--- src/hdl/uhw_pkg.sv ---
// uhw_pkg: constants and types for the use-hint / w1 pack block.
// No dependencies; used by every module under hdl/.
package uhw_pkg;

  localparam int LANES     = 4;
  localparam int COEF_W    = 24;
  localparam int HP_W      = 6;
  localparam int MOD_Q     = 8380417;
  localparam int TWO_GAMMA = 190464;        // 2 * (q-1)/88
  localparam int HALF_Q    = 4190208;       // (q-1)/2
  localparam int MUL_K     = 11275;
  localparam int ROUND_ADD = 127;
  localparam int HALF24    = 1 << 23;
  localparam int A1_MAX    = 43;

  typedef logic signed [COEF_W:0]   a_t;     // coefficient after +q, 25 bits
  typedef logic signed [31:0]       prod_t;  // t * MUL_K
  typedef logic        [HP_W-1:0]   hp_t;    // one high part
  typedef logic signed [COEF_W+1:0] a0_t;    // low part, 26 bits

endpackage

--- src/hdl/uhw_lane.sv ---
// uhw_lane: one coefficient lane, two register stages plus the hint step.
// Depends on uhw_pkg.
module uhw_lane (
  input  logic                 clk,
  input  logic                 en,
  input  logic signed [23:0]   coef,
  input  logic                 hint,
  output uhw_pkg::hp_t         hp
);

  // stage 1: fold negatives, round, scale
  uhw_pkg::a_t        a_s;
  logic signed [24:0] rnd;
  logic signed [17:0] t;
  uhw_pkg::prod_t     m_s;

  uhw_pkg::a_t        a1r;
  uhw_pkg::prod_t     m1;
  logic               h1;

  // stage 2: high part
  uhw_pkg::prod_t     s_sum;
  uhw_pkg::hp_t       a1_raw;
  uhw_pkg::hp_t       a1_s;

  uhw_pkg::a_t        a2;
  uhw_pkg::hp_t       a1_2;
  logic               h2;

  // hint step
  logic [23:0]        p;
  uhw_pkg::a0_t       a0;
  uhw_pkg::a0_t       a0c;
  logic               up;
  uhw_pkg::hp_t       a1_up;
  uhw_pkg::hp_t       a1_dn;

  always_comb begin
    a_s = 25'(coef);
    if (coef[23]) begin
      a_s = a_s + 25'(uhw_pkg::MOD_Q);
    end
    rnd = a_s + 25'(uhw_pkg::ROUND_ADD);
    t   = 18'(rnd >>> 7);
    m_s = 32'(t) * 32'(uhw_pkg::MUL_K);
  end

  always_ff @(posedge clk) begin
    if (en) begin
      a1r <= a_s;
      m1  <= m_s;
      h1  <= hint;
    end
  end

  // m1 + 2^23 is never negative and stays below 2^30
  always_comb begin
    s_sum  = m1 + 32'(uhw_pkg::HALF24);
    a1_raw = s_sum[29:24];
    a1_s   = (a1_raw > 6'(uhw_pkg::A1_MAX)) ? '0 : a1_raw;
  end

  always_ff @(posedge clk) begin
    if (en) begin
      a2   <= a1r;
      a1_2 <= a1_s;
      h2   <= h1;
    end
  end

  always_comb begin
    p     = 24'(a1_2 * 24'(uhw_pkg::TWO_GAMMA));
    a0    = 26'(a2) - $signed({2'b00, p});
    a0c   = (a0 > 26'(uhw_pkg::HALF_Q)) ? a0 - 26'(uhw_pkg::MOD_Q) : a0;
    up    = (a0c > 26'sd0);
    a1_up = (a1_2 == 6'(uhw_pkg::A1_MAX)) ? '0 : a1_2 + 6'd1;
    a1_dn = (a1_2 == '0) ? 6'(uhw_pkg::A1_MAX) : a1_2 - 6'd1;
    if (h2) begin
      hp = up ? a1_up : a1_dn;
    end else begin
      hp = a1_2;
    end
  end

endmodule

--- src/hdl/uhw_merge.sv ---
// uhw_merge: packs the lane results into the 24-bit word and holds the
// output register. Depends on uhw_pkg.
module uhw_merge (
  input  logic                                  clk,
  input  logic                                  rst,
  input  logic                                  en,
  input  logic                                  lane_valid,
  input  uhw_pkg::hp_t [uhw_pkg::LANES-1:0]     hp,
  output logic [uhw_pkg::LANES*uhw_pkg::HP_W-1:0] packed_word,
  output logic                                  word_valid
);

  logic [uhw_pkg::LANES*uhw_pkg::HP_W-1:0] word_next;

  // first lane lands in the low bits
  always_comb begin
    for (int i = 0; i < uhw_pkg::LANES; i++) begin
      word_next[i*uhw_pkg::HP_W +: uhw_pkg::HP_W] = hp[i];
    end
  end

  always_ff @(posedge clk) begin
    if (rst) begin
      word_valid <= 1'b0;
    end else if (en) begin
      word_valid <= lane_valid;
    end
  end

  always_ff @(posedge clk) begin
    if (en) begin
      packed_word <= word_next;
    end
  end

endmodule

--- src/hdl/use_hint_w1_pack_top.sv ---
// Top level of the use-hint / w1 pack block: four lanes and the merge stage.
// Depends on uhw_pkg, uhw_lane and uhw_merge.
//
// Takes one group of four coefficients and hints per cycle while in_ready
// is high and returns one packed 24-bit word per group; the third register
// stage is the output register. The
// four lanes run side by side, each a two-register pipeline (fold/round/
// multiply, then high part), and the merge stage registers the packed word.
// The whole pipeline advances together whenever the output register is empty
// or being taken, so a stall on the output holds every stage in place and
// in_ready drops in the same cycle.
module use_hint_w1_pack_top (
  input  logic               clk,
  input  logic               rst,
  input  logic               in_valid,
  output logic               in_ready,
  input  logic signed [23:0] coef0,
  input  logic signed [23:0] coef1,
  input  logic signed [23:0] coef2,
  input  logic signed [23:0] coef3,
  input  logic               hint0,
  input  logic               hint1,
  input  logic               hint2,
  input  logic               hint3,
  output logic               out_valid,
  input  logic               out_ready,
  output logic [23:0]        packed_high_bits
);

  logic                                   en;
  logic                                   v1;
  logic                                   v2;
  logic signed [23:0]                     coef [uhw_pkg::LANES];
  logic        [uhw_pkg::LANES-1:0]       hint;
  uhw_pkg::hp_t [uhw_pkg::LANES-1:0]      hp;

  assign en       = !out_valid || out_ready;
  assign in_ready = en;

  assign coef[0] = coef0;
  assign coef[1] = coef1;
  assign coef[2] = coef2;
  assign coef[3] = coef3;
  assign hint    = {hint3, hint2, hint1, hint0};

  always_ff @(posedge clk) begin
    if (rst) begin
      v1 <= 1'b0;
      v2 <= 1'b0;
    end else if (en) begin
      v1 <= in_valid;
      v2 <= v1;
    end
  end

  for (genvar g = 0; g < uhw_pkg::LANES; g++) begin : g_lane
    uhw_lane u_lane (
      .clk  (clk),
      .en   (en),
      .coef (coef[g]),
      .hint (hint[g]),
      .hp   (hp[g])
    );
  end

  uhw_merge u_merge (
    .clk         (clk),
    .rst         (rst),
    .en          (en),
    .lane_valid  (v2),
    .hp          (hp),
    .packed_word (packed_high_bits),
    .word_valid  (out_valid)
  );

endmodule
--- config.mk ---
export PLATFORM = sky130hd
export DESIGN_NAME = use_hint_w1_pack_top
export DESIGN_NICKNAME = d
export VERILOG_FILES = /design/src/hdl/uhw_pkg.sv /design/src/hdl/uhw_lane.sv /design/src/hdl/uhw_merge.sv /design/src/hdl/use_hint_w1_pack_top.sv
export SDC_FILE = /design/constraint.sdc
export NUM_CORES = 2
export LEC_CHECK = 0
export BUFFER_PORTS_ARGS = -buffer_cell sky130_fd_sc_hd__buf_2
export CAP_MARGIN = 20
export CORE_MARGIN = 4
export CORE_UTILIZATION = 50
export CTS_CLUSTER_DIAMETER = 60
export DETAILED_ROUTE_END_ITERATION = 10
export GPL_TIMING_DRIVEN = 0
export HOLD_SLACK_MARGIN = 0.08
export PLACE_DENSITY_LB_ADDON = 0.2
export SETUP_SLACK_MARGIN = 0.5
export SLEW_MARGIN = 20
export SYNTH_ARGS = -nofsm -noshare
export SYNTH_HDL_FRONTEND = slang
export SYNTH_SLANG_ARGS = --single-unit
--- constraint.sdc ---
create_clock -name clk -period 19 [get_ports clk]
set_input_delay 0.95 -clock clk [delete_from_list [all_inputs] [get_ports clk]]
set_output_delay 0.95 -clock clk [all_outputs]
set_load 0.1 [all_outputs]
# After elaboration in Yosys (flattened, before gate mapping)
# Cells that the tools add are included.
[op_classes]
n_eq_ne = 4
n_mux = 24
order_cmp = 12
multipliers = 8
n_reduce_logical = 6
n_addsub = 28
[ops]
columns = ["op", "count"]
rows = [
  ["adder 30 x 25 -> 30 bit, second input constant", 4],
  ["multiplier 18 x 15 -> 30 bit, second input constant", 4],
  ["> comparator 26 x 1 -> 1 bit, second input constant", 4],
  ["> comparator 26 x 23 -> 1 bit, second input constant", 4],
  ["two-way mux 26 bit", 4],
  ["subtractor 25 x 25 -> 26 bit", 4],
  ["subtractor 26 x 24 -> 26 bit, second input constant", 4],
  ["adder 24 x 24 -> 25 bit, second input constant", 4],
  ["adder 25 x 8 -> 25 bit, second input constant", 4],
  ["two-way mux 25 bit", 4],
  ["two-way mux 6 bit", 16],
  ["multiplier 6 x 7 -> 13 bit, second input constant", 4],
  ["adder 6 x 1 -> 6 bit, second input constant", 4],
  ["== test 6 bit, second input constant", 4],
  ["> comparator 6 bit, second input constant", 4],
  ["zero test 6 bit", 4],
  ["subtractor 6 x 1 -> 6 bit, second input constant", 4],
  ["zero test 1 bit", 1],
  ["logical OR 1 bit", 1],
]
[word_totals]
wordCells = 110
register_bits = 379
output_inout_bits = 26
input_bits = 104

# Logic depth before layout (Yosys ltp)
[depth]
ltp_word = 7
ltp_mapped = 38
ltp_nobuf = 38

# Cells and area by module
# Synthesis repeated with hierarchy kept, for this count alone.
[unflattened]
hier_cells = 3809
hier_area_um2 = 36673.9
[by_module_without_submodules]
columns = ["mod", "seq_area_each_um2", "cells_each", "area_per_inst_um2", "n_inst"]
rows = [
  ["uhw_lane at g_lane[1].u_lane", 1951.9, 961, 9147.5, 1],
  ["uhw_lane at g_lane[3].u_lane", 1951.9, 947, 8903.5, 1],
  ["uhw_lane at g_lane[0].u_lane", 1951.9, 932, 8891.0, 1],
  ["uhw_lane at g_lane[2].u_lane", 1951.9, 934, 8884.8, 1],
  ["uhw_merge", 740.7, 27, 754.5, 1],
  ["use_hint_w1_pack_top", 40.0, 8, 92.6, 1],
]

# Worst setup path after synthesis
# Ideal clock, no wire load.
[synth_timing]
path_type = "input-to-output"
from = "input out_ready"
to = "output in_ready"
arrival_time_ps = 8521
path_buffers = 0
stages = 1
setup_slack_ps = 9529
required_ps = 18050
path_cell_list = "nand2b_1"
[synth_via]
elab_chain_len = 1
[synth_lines]
columns = ["element", "line_no", "text"]
rows = [
  ["start, declared", "use_hint_w1_pack_top.sv:26", "input logic out_ready,"],
  ["logical OR 1 bit", "use_hint_w1_pack_top.sv:37", "assign en = !out_valid || out_ready;"],
  ["end, declared", "use_hint_w1_pack_top.sv:16", "output logic in_ready,"],
]
# Every way passes these cells.

# Final worst setup path
[layout_timing]
from = "input coef0[23]"
to = "register g_lane[0].u_lane.m1[29] (data pin)"
[layout_via]
elab_chain_len = 4
[layout_lines]
columns = ["element", "line_no", "text"]
rows = [
  ["start, declared", "use_hint_w1_pack_top.sv:17", "input logic signed [23:0] coef0,"],
  ["adder 24 x 24 -> 25 bit", "uhw_lane.sv:41", "a_s = a_s + 25'(uhw_pkg::MOD_Q);"],
  ["two-way mux 25 bit (*)", "uhw_lane.sv:40", "if (coef[23]) begin"],
  ["adder 25 x 8 -> 25 bit (*)", "uhw_lane.sv:43", "rnd = a_s + 25'(uhw_pkg::ROUND_ADD);"],
  ["multiplier 18 x 15 -> 30 bit (*)", "uhw_lane.sv:45", "m_s = 32'(t) * 32'(uhw_pkg::MUL_K);"],
  ["named net g_lane[0].u_lane.m_s[29]", "uhw_lane.sv:15", "uhw_pkg::prod_t m_s;"],
  ["end signal, assigned", "uhw_lane.sv:51", "m1 <= m_s;"],
  ["end, declared", "uhw_lane.sv:18", "uhw_pkg::prod_t m1;"],
]
# Mark *: on every way through the listed nets, which the timed path passes. The rest lies on a longest branch.
# A chain may end at the register's enable or synchronous reset.

==> metrics.md <==
| Metric | Value |
|---|---|
| Status | finished clean |
| Post-Syn Area per Cell | 9.55 um^2 |
| Worst hold path class | reg2reg |
| Register area share after synthesis | 0.238 |
| Async set-reset flop share out of synthesis | 0 |
| Largest net degree at the start of global routing | 58 |
| Top cell type's share of synthesized area | 0.236 |
| Global-route wire length before repair | 122000 um |
| Vias in the first global route | 26000 |
| YS warnings | 0 |
| Post-DP HPWL | 58700 um |
| Initial antenna violation count | 4 |
| Die Wd | 277 um |
| Top cells by area, synth | edfxtp_1, ha_1, fa_1 |
| Ys flop type | edfxtp_1 |
| Final #Nets | 4928 |
| Total CTS buffers | 40 |
| Area growth, synth to finish | 9.51% |
| Fmax achieved | 101 MHz |
| Drt pass-1 iters | 6 |
| Starting Density | 0.505 |
| R2R cell count | 31 |
| Final setup fails | 0 |
| Worst Setup End Kind | flip-flop |
| Total GRT Usage | 0.185 |
| CORE AREA | 71500 um^2 |
| Slew headroom | 0.400 |
| Top Ports | 130 |
| Final hold violation count | 0 |
| Clock root buffer | clkbuf_16 |
| CP Max Fanout | 10 |
| Initial drt markers | 1089 |
| Row count | 98 |
| Clock slew seen by the registers of the worst setup and hold paths | 0.06 ns |
| Via count | 25900 |
| Most common library cells after synthesis | inv_1, ha_1, fa_1, edfxtp_1, nor2_1 |
| RSZ-0062 raised after global routing | no |
| Cell with the most instances after synthesis | inv_1 |
| Clock sink total | 287 |
| Slew @ Worst Pin | 0.887 ns |
| Clock Skew | 0.0106 ns |
| Syn nets | 4752 |
| Fin crit period | 9.90 ns |
| Worst EP required | 19.29 ns |
| Synthesis-stage register bit count | 287 |
| IO Port Bufs | 124 |
| Ratio of final minimum period to clock period | 0.521 |
| Setup bufs post-CTS | 0 |
| Synth cell types | 97 |
| Arrival time at the worst endpoint | 10.18 ns |
| Vias per Instance | 5.25 |
| Maximum buffer depth of the clock tree | 3 |
| Max-cap violations | 0 |
| Layout cells sized above 1 | 0.0657 |
| Synthesized cell area | 36100 um^2 |
| Gpl congestion | 0.885 |
| Setup TNS | 0 ns |
| Worst path slowest cell | fa_1 |
| Max H-tree Level | 2 |
| Synth Instances | 3781 |
| Hold-critical path depth | 0 |
| Grt ovf | 0 |
| Post-CTS Hold Fix Bufs | 0 |
| Critical path launch point type | input pin |
| CTS tree | done |
| Worst skew pair latency | 0.55 ns |
| Routed WL | 69800 um |
| Die height | 277 um |
| Antenna Violating Nets Remaining | 0 |
| Die ar. | 76600 um^2 |
| Kind of critical path | in2reg |
| DR WL/cell | 14.1 um |
| Final Max Tran Viols | 0 |
| Post-synth EDFFs | 284 |
| CP peak stage delay | 0.54 ns |
| Cell taking the most area after synthesis | edfxtp_1 |
| # DRC | 0 |
| Post-CTS Resized | 0 |
## critical path: cells and delay by family
kind | cells | cell delay (ns)
compound gates | 10 | 2.32
simple gates | 14 | 3.12
fa+ha+maj | 7 | 2.86
xor+xnor | 2 | 0.21
buf+inv | 6 | 0.70
## layer usage
metal	routed length [um]	vias to the layer above	GRT usage
li1	-	13200	-
met1	32300	12300	0.246
met2	34000	340	0.328
met3	1820	110	0.0187
met4	1630	4	0.0453
met5	27	-	0
## state kept, by name, summed over array words and instances, names as in the netlist
register / flops
g_lane.u_lane.a1r: 100
g_lane.u_lane.a2: 100
g_lane.u_lane.m1: 28
g_lane.u_lane.a1_2: 24
u_merge.packed_word: 24
g_lane.u_lane.h1: 4
g_lane.u_lane.h2: 4
u_merge.word_valid: 1
v1: 1
v2: 1
## final cells by class
| type | count | area (um^2) |
|---|---|---|
| Fill cell | 6353 | 31900 |
| Multi-Input combinational cell | 2579 | 24100 |
| Sequential cell | 287 | 8590 |
| Inverter | 882 | 3310 |
| Tap cell | 950 | 1190 |
| Clock buffer | 44 | 1060 |
| Timing Repair Buffer | 134 | 833 |
| Clock inverter | 26 | 317 |
| Buffer | 33 | 158 |
| Antenna cell | 2 | 5.00 |
## final timing paths
kind	from	to	slack, ns
worst min-delay path	g_lane[2].u_lane.a1r[1]	g_lane[2].u_lane.a2[1]	0.42
worst max-delay path	coef0[23]	g_lane[0].u_lane.m1[29]	9.10
worst min register to register	g_lane[2].u_lane.a1r[1]	g_lane[2].u_lane.a2[1]	0.42
worst max register to register	g_lane[1].u_lane.a1_2[2]	u_merge.packed_word[11]	11.10
## cell usage in the layout, fill, tap and decap left out, drive strengths merged, types with 25 or more instances in the layout
cell / Yosys / final
ha: 571 / 571
fa: 296 / 296
o21a: 29 / 29
inv: 882 / 888
or3: 25 / 25
nand2b: 31 / 31
and3: 35 / 35
xnor2: 172 / 172
buf: 14 / 148
clkbuf: 19 / 63
edfxtp: 284 / 284
o21ai: 84 / 84
nor2: 218 / 218
a21o: 54 / 54
and2: 29 / 29
nand3: 103 / 103
xor2: 109 / 109
a211oi: 29 / 29
nand4: 50 / 50
nor4: 37 / 37
nand2: 147 / 147
nor2b: 36 / 36
nor3: 60 / 60
a21oi: 133 / 133
## kinds of logic after synthesis
kind of cell             share of synthesized area
AO/OA/AOI/OAI                                0.107
XOR/XNOR                                    0.0686
adder cells (fa/ha/maj)                      0.362
buffers and inverters                       0.0960
flip-flops                                   0.238
multiplexers                               0.00727
AND/OR/NAND/NOR                              0.121
## metrics by stage
step	setup slack, ns	instance area (um^2)	std cells	util	hold slack [ns]
after global placement	5.86	37900	4855	0.531	0.400
after global routing	8.22	39600	4937	0.553	0.419
after floorplan	9.53	36100	3781	-	0.400
after detailed placement	8.45	38200	4865	0.534	0.405
after CTS	9.04	39500	4935	0.553	0.417
final	9.10	39600	4937	0.553	0.416
Power is not shown: default switching activity piles up to over one toggle a cycle in this logic, so the estimate is an artifact.
